## src/rtl/mrirm_pkg.sv

```systemverilog
// Package for the Modbus read-input-register master.
// Holds the shared types, protocol constants and the CRC-16 byte update.
// No dependencies.
package mrirm_pkg;

    localparam int QUEUE_DEPTH = 2;

    localparam logic [15:0] TIMEOUT_RESET   = 16'd200;
    localparam logic [15:0] CRC_INIT        = 16'hFFFF;
    localparam logic [15:0] CRC_POLY        = 16'hA001;
    localparam logic [15:0] TICKS_SATURATED = 16'hFFFF;
    localparam logic [7:0]  FUNC_READ_INPUT = 8'h04;
    localparam logic [7:0]  QUANTITY_HI     = 8'h00;
    localparam logic [7:0]  QUANTITY_LO     = 8'h01;
    localparam logic [2:0]  RESP_LEN        = 3'd7;

    // Request types.
    localparam logic [1:0] REQ_START = 2'd0;
    localparam logic [1:0] REQ_BYTE  = 2'd1;
    localparam logic [1:0] REQ_TICK  = 2'd2;

    // Result kinds.
    localparam logic KIND_TX     = 1'b0;
    localparam logic KIND_REPORT = 1'b1;

    // Report status codes.
    localparam logic [1:0] STATUS_OK       = 2'd0;
    localparam logic [1:0] STATUS_MISMATCH = 2'd1;
    localparam logic [1:0] STATUS_TIMEOUT  = 2'd2;

    // Positions in the received response.
    localparam logic [2:0] RX_ADDR     = 3'd0;
    localparam logic [2:0] RX_FUNC     = 3'd1;
    localparam logic [2:0] RX_VALUE_HI = 3'd3;
    localparam logic [2:0] RX_VALUE_LO = 3'd4;

    // Positions in the transmitted query frame.
    localparam logic [2:0] TX_ADDR     = 3'd0;
    localparam logic [2:0] TX_FUNC     = 3'd1;
    localparam logic [2:0] TX_REG_HI   = 3'd2;
    localparam logic [2:0] TX_REG_LO   = 3'd3;
    localparam logic [2:0] TX_QTY_HI   = 3'd4;
    localparam logic [2:0] TX_QTY_LO   = 3'd5;
    localparam logic [2:0] TX_CRC_LO   = 3'd6;
    localparam logic [2:0] TX_CRC_HI   = 3'd7;

    typedef enum logic [1:0] {
        PH_IDLE = 2'd0,
        PH_WAIT = 2'd1,
        PH_DONE = 2'd2
    } phase_t;

    // Work handed from the front end to the back end.
    typedef struct packed {
        logic        is_report;
        logic [7:0]  slave;
        logic [15:0] reg_addr;
        logic [15:0] value;
        logic [1:0]  status;
    } cmd_t;

    // One byte through the reflected Modbus CRC-16.
    function automatic logic [15:0] crc_byte(input logic [15:0] crc_in,
                                             input logic [7:0] data);
        logic [15:0] crc;
        crc = crc_in ^ {8'h00, data};
        for (int b = 0; b < 8; b++) begin
            if (crc[0])
                crc = (crc >> 1) ^ CRC_POLY;
            else
                crc = crc >> 1;
        end
        return crc;
    endfunction

endpackage

```

## src/rtl/mrirm_front.sv

```systemverilog
// Front end of the Modbus read-input-register master: accepts requests,
// tracks the exchange state and queues frame or report commands.
// Depends on mrirm_pkg.
module mrirm_front (
    input  logic                 clk,
    input  logic                 rst_n,
    input  logic                 cfg_we,
    input  logic [15:0]          cfg_data,
    input  logic                 accept,
    input  logic [1:0]           req_type,
    input  logic [7:0]           slave_address,
    input  logic [15:0]          register_address,
    input  logic [7:0]           rx_byte,
    output logic                 push,
    output mrirm_pkg::cmd_t      push_cmd
);
    import mrirm_pkg::*;

    phase_t      phase_reg, phase_next;
    logic [7:0]  expected_slave_reg, expected_slave_next;
    logic [2:0]  received_count_reg, received_count_next;
    logic        header_mismatch_reg, header_mismatch_next;
    logic [15:0] captured_value_reg, captured_value_next;
    logic [15:0] elapsed_ticks_reg, elapsed_ticks_next;
    logic [15:0] timeout_ticks_reg;

    always_ff @(posedge clk or negedge rst_n)
    begin
        if (!rst_n)
        begin
            phase_reg           <= PH_IDLE;
            expected_slave_reg  <= '0;
            received_count_reg  <= '0;
            header_mismatch_reg <= 1'b0;
            captured_value_reg  <= '0;
            elapsed_ticks_reg   <= '0;
            timeout_ticks_reg   <= TIMEOUT_RESET;
        end
        else
        begin
            phase_reg           <= phase_next;
            expected_slave_reg  <= expected_slave_next;
            received_count_reg  <= received_count_next;
            header_mismatch_reg <= header_mismatch_next;
            captured_value_reg  <= captured_value_next;
            elapsed_ticks_reg   <= elapsed_ticks_next;
            if (cfg_we)
                timeout_ticks_reg <= cfg_data;
        end
    end

    always_comb
    begin
        phase_next           = phase_reg;
        expected_slave_next  = expected_slave_reg;
        received_count_next  = received_count_reg;
        header_mismatch_next = header_mismatch_reg;
        captured_value_next  = captured_value_reg;
        elapsed_ticks_next   = elapsed_ticks_reg;
        push                 = 1'b0;
        push_cmd             = '0;

        if (accept)
        begin
            unique case (req_type)
                REQ_START:
                begin
                    // A new request always restarts the exchange.
                    phase_next           = PH_WAIT;
                    expected_slave_next  = slave_address;
                    received_count_next  = '0;
                    header_mismatch_next = 1'b0;
                    captured_value_next  = '0;
                    elapsed_ticks_next   = '0;
                    push                 = 1'b1;
                    push_cmd.is_report   = 1'b0;
                    push_cmd.slave       = slave_address;
                    push_cmd.reg_addr    = register_address;
                end
                REQ_BYTE:
                begin
                    if (phase_reg == PH_WAIT)
                    begin
                        priority if (received_count_reg == RX_ADDR &&
                                     rx_byte != expected_slave_reg)
                            header_mismatch_next = 1'b1;
                        else if (received_count_reg == RX_FUNC &&
                                 rx_byte != FUNC_READ_INPUT)
                            header_mismatch_next = 1'b1;
                        else if (received_count_reg == RX_VALUE_HI)
                            captured_value_next = {rx_byte, captured_value_reg[7:0]};
                        else if (received_count_reg == RX_VALUE_LO)
                            captured_value_next = {captured_value_reg[15:8], rx_byte};
                        else
                            captured_value_next = captured_value_reg;

                        received_count_next = received_count_reg + 3'd1;
                        if (received_count_next == RESP_LEN)
                        begin
                            phase_next         = PH_DONE;
                            push               = 1'b1;
                            push_cmd.is_report = 1'b1;
                            if (header_mismatch_next)
                                push_cmd.status = STATUS_MISMATCH;
                            else
                            begin
                                push_cmd.status = STATUS_OK;
                                push_cmd.value  = captured_value_next;
                            end
                        end
                    end
                end
                REQ_TICK:
                begin
                    if (phase_reg == PH_WAIT)
                    begin
                        if (elapsed_ticks_reg != TICKS_SATURATED)
                            elapsed_ticks_next = elapsed_ticks_reg + 16'd1;
                        if (elapsed_ticks_next >= timeout_ticks_reg)
                        begin
                            phase_next         = PH_DONE;
                            push               = 1'b1;
                            push_cmd.is_report = 1'b1;
                            push_cmd.status    = STATUS_TIMEOUT;
                        end
                    end
                end
                default:
                begin
                    // Unused request type: no effect.
                end
            endcase
        end
    end

endmodule

```

## src/rtl/mrirm_queue.sv

```systemverilog
// Short command queue between the front end and the back end.
// Depends on mrirm_pkg for the command type.
module mrirm_queue #(
    parameter int DEPTH = mrirm_pkg::QUEUE_DEPTH
) (
    input  logic              clk,
    input  logic              rst_n,
    input  logic              push,
    input  mrirm_pkg::cmd_t   push_cmd,
    output logic              full,
    input  logic              pop,
    output logic              head_valid,
    output mrirm_pkg::cmd_t   head_cmd
);
    import mrirm_pkg::*;

    localparam int PW = (DEPTH > 1) ? $clog2(DEPTH) : 1;
    localparam int CW = $clog2(DEPTH + 1);
    localparam logic [PW-1:0] LAST_SLOT = PW'(DEPTH - 1);

    cmd_t          slot_reg [DEPTH];
    logic [PW-1:0] wr_ptr_reg, wr_ptr_next;
    logic [PW-1:0] rd_ptr_reg, rd_ptr_next;
    logic [CW-1:0] count_reg, count_next;
    logic          do_push, do_pop;

    assign full       = (count_reg == CW'(DEPTH));
    assign head_valid = (count_reg != '0);
    assign head_cmd   = slot_reg[rd_ptr_reg];
    assign do_push    = push && !full;
    assign do_pop     = pop && head_valid;

    always_comb
    begin
        wr_ptr_next = wr_ptr_reg;
        rd_ptr_next = rd_ptr_reg;
        count_next  = count_reg;
        if (do_push)
            wr_ptr_next = (wr_ptr_reg == LAST_SLOT) ? '0 : wr_ptr_reg + PW'(1);
        if (do_pop)
            rd_ptr_next = (rd_ptr_reg == LAST_SLOT) ? '0 : rd_ptr_reg + PW'(1);
        if (do_push && !do_pop)
            count_next = count_reg + CW'(1);
        else if (do_pop && !do_push)
            count_next = count_reg - CW'(1);
    end

    always_ff @(posedge clk or negedge rst_n)
    begin
        if (!rst_n)
        begin
            wr_ptr_reg <= '0;
            rd_ptr_reg <= '0;
            count_reg  <= '0;
        end
        else
        begin
            wr_ptr_reg <= wr_ptr_next;
            rd_ptr_reg <= rd_ptr_next;
            count_reg  <= count_next;
        end
    end

    always_ff @(posedge clk)
    begin
        if (do_push)
            slot_reg[wr_ptr_reg] <= push_cmd;
    end

endmodule

```

## src/rtl/mrirm_back.sv

```systemverilog
// Back end of the Modbus read-input-register master: expands queued
// commands into frame bytes with a running CRC, or a single report.
// Depends on mrirm_pkg.
module mrirm_back (
    input  logic                clk,
    input  logic                rst_n,
    input  logic                head_valid,
    input  mrirm_pkg::cmd_t     head_cmd,
    output logic                pop,
    output logic                out_valid,
    input  logic                out_stall,
    output logic                result_kind,
    output logic [7:0]          tx_byte,
    output logic signed [15:0]  value_tenths,
    output logic [1:0]          status,
    output logic                last
);
    import mrirm_pkg::*;

    cmd_t        cmd_reg;
    logic        active_reg, active_next;
    logic [2:0]  idx_reg, idx_next;
    logic [15:0] crc_reg, crc_next;

    logic               out_valid_reg;
    logic               kind_reg, kind_next;
    logic [7:0]         tx_reg, tx_next;
    logic signed [15:0] value_reg, value_next;
    logic [1:0]         status_reg, status_next;
    logic               last_reg, last_next;

    logic load, emit, cmd_done, take;

    assign load     = !out_valid_reg || !out_stall;
    assign emit     = active_reg && load;
    assign cmd_done = cmd_reg.is_report || (idx_reg == TX_CRC_HI);
    assign take     = head_valid && (!active_reg || (emit && cmd_done));
    assign pop      = take;

    always_comb
    begin
        kind_next   = KIND_TX;
        tx_next     = '0;
        value_next  = '0;
        status_next = STATUS_OK;
        last_next   = cmd_done;
        if (cmd_reg.is_report)
        begin
            kind_next   = KIND_REPORT;
            value_next  = $signed(cmd_reg.value);
            status_next = cmd_reg.status;
        end
        else
        begin
            unique case (idx_reg)
                TX_ADDR:   tx_next = cmd_reg.slave;
                TX_FUNC:   tx_next = FUNC_READ_INPUT;
                TX_REG_HI: tx_next = cmd_reg.reg_addr[15:8];
                TX_REG_LO: tx_next = cmd_reg.reg_addr[7:0];
                TX_QTY_HI: tx_next = QUANTITY_HI;
                TX_QTY_LO: tx_next = QUANTITY_LO;
                TX_CRC_LO: tx_next = crc_reg[7:0];
                TX_CRC_HI: tx_next = crc_reg[15:8];
                default:   tx_next = '0;
            endcase
        end
    end

    always_comb
    begin
        active_next = active_reg;
        idx_next    = idx_reg;
        crc_next    = crc_reg;
        if (take)
        begin
            active_next = 1'b1;
            idx_next    = '0;
            crc_next    = CRC_INIT;
        end
        else if (emit && cmd_done)
            active_next = 1'b0;
        else if (emit)
        begin
            idx_next = idx_reg + 3'd1;
            // The checksum covers the six header bytes only.
            if (idx_reg < TX_CRC_LO)
                crc_next = crc_byte(crc_reg, tx_next);
        end
    end

    always_ff @(posedge clk or negedge rst_n)
    begin
        if (!rst_n)
        begin
            active_reg    <= 1'b0;
            idx_reg       <= '0;
            out_valid_reg <= 1'b0;
        end
        else
        begin
            active_reg <= active_next;
            idx_reg    <= idx_next;
            if (load)
                out_valid_reg <= emit;
        end
    end

    always_ff @(posedge clk)
    begin
        crc_reg <= crc_next;
        if (take)
            cmd_reg <= head_cmd;
        if (emit)
        begin
            kind_reg   <= kind_next;
            tx_reg     <= tx_next;
            value_reg  <= value_next;
            status_reg <= status_next;
            last_reg   <= last_next;
        end
    end

    assign out_valid    = out_valid_reg;
    assign result_kind  = kind_reg;
    assign tx_byte      = tx_reg;
    assign value_tenths = value_reg;
    assign status       = status_reg;
    assign last         = last_reg;

endmodule

```

## src/rtl/modbus_read_input_register_master_top.sv

```systemverilog
// Top level of the Modbus read-input-register master.
// Instantiates mrirm_front, mrirm_queue and mrirm_back; depends on mrirm_pkg.
//
//   Channel  Handshake            Payload
//   in       in_valid / in_stall  req_type, slave_address, register_address, rx_byte
//   out      out_valid/ out_stall result_kind, tx_byte, value_tenths, status, last
//   cfg      cfg_we               cfg_data (timeout_ticks)
//
// An input transaction is accepted in any cycle the command queue has room;
// its state update completes in that cycle. A start request yields eight
// output transactions, one per unstalled cycle, set by the byte sequencer in
// the back end; a report yields one. Only start requests and reports use the
// queue. Reset clears the exchange state and loads timeout_ticks with 200. A
// stalled output holds its payload; the queue lets input continue meanwhile.
module modbus_read_input_register_master_top #(
    parameter int QUEUE_DEPTH = mrirm_pkg::QUEUE_DEPTH
) (
    input  logic               clk,
    input  logic               rst_n,
    input  logic               cfg_we,
    input  logic [15:0]        cfg_data,
    input  logic               in_valid,
    output logic               in_stall,
    input  logic [1:0]         req_type,
    input  logic [7:0]         slave_address,
    input  logic [15:0]        register_address,
    input  logic [7:0]         rx_byte,
    output logic               out_valid,
    input  logic               out_stall,
    output logic               result_kind,
    output logic [7:0]         tx_byte,
    output logic signed [15:0] value_tenths,
    output logic [1:0]         status,
    output logic               last
);
    import mrirm_pkg::*;

    logic  q_full, q_push, q_pop, q_valid;
    cmd_t  q_push_cmd, q_head_cmd;

    assign in_stall = q_full;

    mrirm_front u_front (
        .clk              (clk),
        .rst_n            (rst_n),
        .cfg_we           (cfg_we),
        .cfg_data         (cfg_data),
        .accept           (in_valid && !q_full),
        .req_type         (req_type),
        .slave_address    (slave_address),
        .register_address (register_address),
        .rx_byte          (rx_byte),
        .push             (q_push),
        .push_cmd         (q_push_cmd)
    );

    mrirm_queue #(
        .DEPTH (QUEUE_DEPTH)
    ) u_queue (
        .clk        (clk),
        .rst_n      (rst_n),
        .push       (q_push),
        .push_cmd   (q_push_cmd),
        .full       (q_full),
        .pop        (q_pop),
        .head_valid (q_valid),
        .head_cmd   (q_head_cmd)
    );

    mrirm_back u_back (
        .clk          (clk),
        .rst_n        (rst_n),
        .head_valid   (q_valid),
        .head_cmd     (q_head_cmd),
        .pop          (q_pop),
        .out_valid    (out_valid),
        .out_stall    (out_stall),
        .result_kind  (result_kind),
        .tx_byte      (tx_byte),
        .value_tenths (value_tenths),
        .status       (status),
        .last         (last)
    );

endmodule

```

## config.mk

```make
export PLATFORM = sky130hd
export DESIGN_NAME = modbus_read_input_register_master_top
export DESIGN_NICKNAME = d
export VERILOG_FILES = /design/src/rtl/mrirm_pkg.sv /design/src/rtl/mrirm_front.sv /design/src/rtl/mrirm_queue.sv /design/src/rtl/mrirm_back.sv /design/src/rtl/modbus_read_input_register_master_top.sv
export SDC_FILE = /design/constraint.sdc
export NUM_CORES = 1
export LEC_CHECK = 0
export BUFFER_PORTS_ARGS = -buffer_cell sky130_fd_sc_hd__clkbuf_2
export CAP_MARGIN = 20
export CORE_ASPECT_RATIO = 1.2
export CORE_MARGIN = 4
export CORE_UTILIZATION = 51
export DETAILED_ROUTE_END_ITERATION = 10
export GPL_TIMING_DRIVEN = 0
export PLACE_DENSITY = 0.78
export SETUP_SLACK_MARGIN = 0.5
export SLEW_MARGIN = 15
export SYNTH_ARGS = -nofsm -noshare
export SYNTH_HDL_FRONTEND = slang
export SYNTH_SLANG_ARGS = --single-unit
export TNS_END_PERCENT = 50
```

## constraint.sdc

```tcl
create_clock -name clk -period 7.1 [get_ports clk]
set_clock_uncertainty 0.1 [all_clocks]
set_input_delay 1.42 -clock clk [delete_from_list [all_inputs] [get_ports clk]]
set_output_delay 1.42 -clock clk [all_outputs]
set_load 0.02 [all_outputs]
```

==> flow_summary.yaml, run 1 <==
routing:
  drt_wl_total_microns: 21000
  viasPerCell: 5.41
  drcViolationCount: 0
  drt_first_pass_iters: 5
  detail_route.wl_per_cell_microns: 17.1
  drtIter0Drc: 326
  antenna_left: 0
  vias: 6638
yosys:
  synth-simple-area-share_pct: 10.1
  synth_top_area_share_pct: 43.6
  syn_area_sq_um: 10800
  dominantRegCellSynth: "edfxtp_1"
  syn-num-nets: 907
  synth_top_family_by_area: "simple AND/OR/NAND/NOR gates"
  synth_edf_count: 157
  synth-seq-area-share_pct: 63.1
  synth_compound_area_share_pct: 8.42
  synth_area_leader_cell: "edfxtp_1"
  synthTopCellsByArea: "edfxtp_1 44%, dfrtp_1 16%, mux2_2 5.2%"
  ys_warn_count: 0
  syn_inst: 819
  ys_async_sr_fraction_pct: 29.1
  synthAdderAreaFrac_pct: 3.82
  syn_avg_cell_area_sq_um: 13.2
  synth_cell_types: 54
  synthMuxAreaShare_pct: 7.86
  ys_seq_elements: 244
  synth_xor_area_share_pct: 4.01
placed_design:
  hpwl_microns: 14600
  io_buffers: 84
  place_area_sq_um: 11700
  routabilityCongestion: 0.876
  placed_cells: 1182
cells_and_area:
  diodes: 0
  syn_to_final_growth_pct: 15.1
  largest_register_ff_count: 86
  multi_input_area_sq_um: 3700
  finalNetCount: 1028
  drive_above_1_share_pct: 21.4
  final_area_sq_um: 12400
  final_util_pct: 59.5
  stdcell_count: 1228
  ff_latch_area_sq_um: 6820
  fillers: 1637
die:
  die-area_sq_um: 23600
  core-area_sq_um: 20900
  start_util_pct: 51.7
  die_w_microns: 141
  io_pins: 85
  fp-row-count: 58
  die_h_microns: 167
timing:
  slew_headroom_pct: 38.2
  finalMaxSlewViolations: 0
  finalHoldViolCount: 0
  fmax_mhz: 189
  setup_violations: 0
  finalCriticalPeriod_ps: 5300
  rsz0062_at_grt: "false"
  finalSetupTns_ps: 0
  tightest_slew_ps: 925
  holdWs_ps: 345
  finalCritPeriodShare_pct: 74.7
pwr:
  powerDensity_nw_per_um2: 376
  ir_worst_vdd_mv: 0.383
  power_leakage_uw: 0.00514
cts:
  cts_sinks: 244
  cts_resized: 0
  cts_buffer_depth: 3
  clk_latency_ps: 500
  cts_setup_buffers: 0
  numCtsBuffers: 25
  clockRootBuffer: "clkbuf_16"
  tritoncts: "done"
  cts_htree_levels: 1
  cts_hold_buf: 0
  path_clk_slew_ps: 60
setup_path:
  worstPathArrival_ps: 5450
  start_kind: "flop"
  critPathMaxFanout: 10
  r2r_start: "u_front.elapsed_ticks_reg[8]"
  r2r_end: "u_queue.slot_reg[0][9]"
  required_ps: 7250
  reg2reg_slack_ps: 1800
  critPathKind: "flop to flop"
  worstRegToRegCells: 18
  end_kind: "flop"
min_path:
  hold_depth: 0
  hold_start: "u_back.cmd_reg[42]"
  hp-class: "flop to flop"
  whs_endpoint: "u_back.result_kind"
global_routing:
  overflow: 0
  grt_pass1_wl_microns: 34600
  grt_pass1_vias: 6872
  grt_usage_pct: 17.9
  antenna_found_initial: 0
  grt_max_degree: 44
outcome:
  outcome: "finished, final reports clean"
flow_run:
  drv_cap: 0
==> cell families (layout without fill, tap and decap cells) <==
group           Yosys count  after routing
xor+xnor                 46             46
compound gates          132            132
mux                      78             78
simple gates            223            223
fa+ha+maj                33             33
flops                   244            244
buf+inv                  63            202
==> worst max-delay path, cell delays in order (launching register included) <==
cell and delay, ps:
dfrtp_1 320, clkbuf_1 280, and4_1 280, and2_1 200, nand4_1 270, nor2_1 360
mux2_2 390, ha_1 270, a21o_1 160, a21o_1 170, a21o_1 170, a21o_1 180
a211o_1 330, a2111oi_0 700, clkbuf_1 200, nor3_2 120, buf_6 210, buf_4 180
buf_6 160
==> worst max-delay path by stage <==
| stage | slack (ps) | start | cells past startpoint | to |
|---|---|---|---|---|
| 6_report | 1800 | u_front.elapsed_ticks_reg[8] | 18 | u_queue.slot_reg[0][9] |
| 5_1_grt | 1480 | u_front.elapsed_ticks_reg[8] | 18 | u_queue.slot_reg[0][12] |
| 3_3_place_gp | -1480 | u_front.elapsed_ticks_reg[8] | 15 | u_queue.slot_reg[1][5] |
| 2_1_floorplan | 740 | u_front.elapsed_ticks_reg[8] | 14 | u_queue.slot_reg[0][0] |
| 4_1_cts | 1500 | u_front.elapsed_ticks_reg[8] | 17 | u_queue.slot_reg[0][9] |
| 3_5_place_dp | 1560 | u_front.elapsed_ticks_reg[8] | 17 | u_queue.slot_reg[0][5] |
==> cell type report <==
cell class	count	share of cell area, %
Sequential cell	244	54.8
Clock buffer	31	5.29
Inverter	31	0.936
Buffer	32	1.46
Timing Repair Buffer	94	4.20
Clock inverter	14	0.785
Multi-Input combinational cell	512	29.8
Tap cell	270	2.72
==> report_power, final <==
part	leakage, uW	total [uW]	switching, uW	internal [uW]
Combinational	0.00225	1470	809	660
Clock	0.000369	1210	516	693
Sequential	0.00253	1990	139	1850
Total	0.00514	4670	1460	3210
==> metrics by stage <==
| stage | setup WS, ps | power (uW) |
|---|---|---|
| 2_1_floorplan | 742 | 3130 |
| 3_3_place_gp | -1480 | 3440 |
| 3_5_place_dp | 1560 | 3480 |
| 4_1_cts | 1500 | 4710 |
| 5_1_grt | 1480 | 4930 |
| 6_report | 1800 | 4670 |
==> synthesized netlist by cell type, types with 9 or more instances <==
cell      number
edfxtp_1     157
nand2_1       84
dfrtp_1       68
mux2_2        50
and2_1        48
nor2_1        44
ha_1          33
xnor2_1       33
inv_1         29
clkbuf_1      23
mux2i_1       23
o21ai_0       22
o21ai_1       20
dfxtp_1       16
a21o_1        15
a22o_1        15
a21oi_1       14
nand3_1       13
o31ai_1       10
xor2_1        10
nand4_1        9
o211ai_1       9
==> layout by cell type (no fill, tap or decap), types with 16 or more instances in the layout <==
cell type  netlist  layout
mux2_2          50      50
o21ai_1         20      20
edfxtp_1       157     157
clkbuf_1        23      29
o21ai_0         22      22
inv_1           29      29
dfxtp_1         16      16
mux2i_1         23      23
ha_1            33      33
nand2_1         84      84
clkbuf_2         0      83
clkbuf_16        0      25
and2_1          48      47
dfrtp_1         68      68
nor2_1          44      44
xnor2_1         33      33
==> per-layer routing <==
| metal | vias to the layer above | share of wire [%] | global-route usage [%] |
|---|---|---|---|
| li1 | 3196 | - | - |
| met1 | 3236 | 41 | 23.2 |
| met2 | 177 | 52 | 32.1 |
| met3 | 29 | 4.9 | 2.14 |
| met4 | 0 | 1.9 | 4.47 |
| met5 | - | 0 | 0 |
(Power assumes the default switching activity.)
==> run 2: changes to the inputs <==
--- a/config.mk
+++ b/config.mk
@@ -12,7 +12,7 @@
 export CORE_UTILIZATION = 51
 export DETAILED_ROUTE_END_ITERATION = 10
 export GPL_TIMING_DRIVEN = 0
-export PLACE_DENSITY = 0.78
+export PLACE_DENSITY = 0.8
 export SETUP_SLACK_MARGIN = 0.5
 export SLEW_MARGIN = 15
 export SYNTH_ARGS = -nofsm -noshare
==> constraint.sdc (replaced) <==
create_clock -name clk -period 4.7 [get_ports clk]
set_clock_uncertainty 0.1 [all_clocks]
set_input_delay 0.94 -clock clk [delete_from_list [all_inputs] [get_ports clk]]
set_output_delay 0.94 -clock clk [all_outputs]
set_load 0.02 [all_outputs]
==> run 2 against run 1 <==
Global-route usage increased by 1.3 points; fmax increased by 28%; sequential power increased by 51%; setup slack got worse by 1200 ps; final cell count increased by 1.4%; cell area increased by 3.2%; sequential share of layout area decreased by 1.7 points; power increased by 53%; routed wire length increased by 8.4%; non-clock buffer count increased by 19; utilization increased by 1.9 points; critical path type unchanged.
==> flow_summary.yaml, run 2 (synthesis gave the netlist of run 1 again) <==
timing:
  fmax_mhz: 242
  rsz0062_at_grt: "true"
  tightest_slew_ps: 978
  finalMaxSlewViolations: 0
  finalCritPeriodShare_pct: 87.9
  finalSetupTns_ps: 0
  setup_violations: 0
  holdWs_ps: 294
  finalCriticalPeriod_ps: 4130
  slew_headroom_pct: 34.7
  finalHoldViolCount: 0
setup_path:
  crit_chain: "and4_4 -> and2_4 -> nand4_1 -> buf_4 -> nand2_2 -> nor2_1 -> xor2_1 -> ha_1 -> a21o_1 -> a21oi_2 -> nand2_2 -> a211o_1 -> a2111oi_4 -> buf_4 -> nor3_4 -> buf_8 -> clkbuf_16"
  r2r_start: "u_front.elapsed_ticks_reg[11]"
  max_stage_delay_ps: 410
  path_buf_inv: 4
  slowest_stage: "dfrtp_1"
  reg2reg_slack_ps: 570
  worstRegToRegCells: 17
  r2r_end: "u_queue.slot_reg[1][1]"
  critPathKind: "flop to flop"
  worstPathArrival_ps: 4300
  cp.depth: 17
  end_kind: "flop"
  critPathMaxFanout: 8
  required_ps: 4870
  start_kind: "flop"
  crit_end: "u_queue.slot_reg[1][1]"
  cp-startpoint: "u_front.elapsed_ticks_reg[11]"
  critPathTopFamily: "compound AO/OA/AOI/OAI gates"
pwr:
  swShare_pct: 31.6
  powerDensity_nw_per_um2: 557
  ir_worst_vdd_mv: 0.363
  power.total_uw: 7150
  p_clk_share_pct: 25.7
  power_leakage_uw: 0.00532
  seq_power_share_pct: 42.1
  combPwrFrac_pct: 32.2
  p_int_uw: 4890
  power_switching_uw: 2260
cts:
  clockRootBuffer: "clkbuf_16"
  cts_sinks: 244
  path_clk_slew_ps: 70
  cts_buffer_depth: 3
  numCtsBuffers: 24
  cts_hold_buf: 0
  tritoncts: "done"
  clk_latency_ps: 510
  cts_htree_levels: 1
global_routing:
  grt_util_met1_pct: 23.4
  met2_usage_pct: 35.3
  met3_usage_pct: 2.74
  antenna_found_initial: 0
  overflow: 0
  grt_pass1_vias: 7126
  grt_usage_pct: 19.3
  grt.busiest_layer: "met2"
  grt_max_degree: 44
  grt_pass1_wl_microns: 36500
placed_design:
  hpwl_microns: 15400
  io_buffers: 84
  routabilityCongestion: 0.874
cells_and_area:
  layout_commonest_cell: "edfxtp_1"
  fillers: 1561
  multi_input_area_sq_um: 3830
  drive_above_1_share_pct: 25.6
  diodes: 0
  largest_register_ff_count: 86
  final_cell_mix: "157 x edfxtp_1, 84 x clkbuf_2, 81 x nand2_1"
  syn_to_final_growth_pct: 18.7
  finalNetCount: 1046
  ff_latch_area_sq_um: 6820
flow_run:
  drv_cap: 0
routing:
  vias: 6909
  drtIter0Drc: 486
  detail_route.wl_per_cell_microns: 18.3
  drt_first_pass_iters: 5
  drcViolationCount: 0
  antenna_left: 0
  drt_wl_total_microns: 22800
  viasPerCell: 5.55
die:
  io_pins: 85
  core-area_sq_um: 20900
  fp-row-count: 58
  die-area_sq_um: 23600
  die_w_microns: 141
  start_util_pct: 51.7
  die_h_microns: 167
min_path:
  hp-class: "primary input to async pin"
outcome:
  outcome: "finished, final reports clean"
run 2: cell count changes in the layout (fill, tap and decap cells not counted), moves of 3 or more:
cell	delta
nor2_1	-5
clkbuf_8	+6
buf_4	+15
buf_6	-4
nand2_2	+3
nand2_1	-3
clkinv_1	-5
clkbuf_1	-4
buf_12	+4
nor2_4	+3
run 2: metrics by stage:
stage	std cells	setup WS (ps)	utilization (%)	cell area, sq um
2_1_floorplan	819	482	-	10900
3_3_place_gp	1173	-542	55.7	11600
3_5_place_dp	1180	78.3	56.3	11800
4_1_cts	1236	503	60.8	12700
5_1_grt	1245	409	61.4	12800
6_report	1245	571	61.4	12800
run 2: layout make-up:
type                    count  area share, %
repair buffers            113           6.05
well taps                 270           2.63
flip-flops and latches    244           53.1
multi-input cells         512           29.8
clock inverters             8          0.322
inverters                  31          0.907
plain buffers              32           1.50
clock buffers              35           5.64
run 2: repair_timing:
action	in CTS	in global routing
pin swaps	4	14
cloned	0	1
resized for setup	10	9
setup endpoints to repair	84	85
setup buffers	13	8
run 2: worst min path at each step:
stage,from,to,slack (ps),cells past startpoint
3_5_place_dp,u_back.cmd_reg[42],u_back.result_kind,390,0
6_report,rst_n,u_front.phase_reg[1],290,1
2_1_floorplan,u_back.cmd_reg[42],u_back.result_kind,320,0
5_1_grt,rst_n,u_front.phase_reg[1],300,1
4_1_cts,rst_n,u_front.phase_reg[1],290,1
3_3_place_gp,u_front.phase_reg[1],u_front.phase_reg[1],380,1
run 2: layer usage:
layer | part of all wire, % | vias to the layer above | wire length [microns]
met5 | 0 | - | 0
met4 | 2.5 | 0 | 568
met3 | 5.9 | 42 | 1340
met2 | 53 | 239 | 12100
met1 | 39 | 3398 | 8790
li1 | - | 3230 | -
run 2: power groups by stage:
stage,clock [uW],sequential [uW],combinational [uW]
final,1840,3010,2300
after global routing,1960,3050,2510
after CTS,1870,3010,2300
after detailed placement,0,3050,2250
after global placement,0,3040,2180
after floorplan,0,3090,1640
run 2: worst reg2reg max path, cell delays in order, from the launching register on:
cell	delay (ps)
dfrtp_1	410
and4_4	250
and2_4	160
nand4_1	220
buf_4	240
nand2_2	90
nor2_1	70
xor2_1	240
ha_1	300
a21o_1	200
a21oi_2	200
nand2_2	100
a211o_1	340
a2111oi_4	360
buf_4	210
nor3_4	50
buf_8	190
clkbuf_16	170
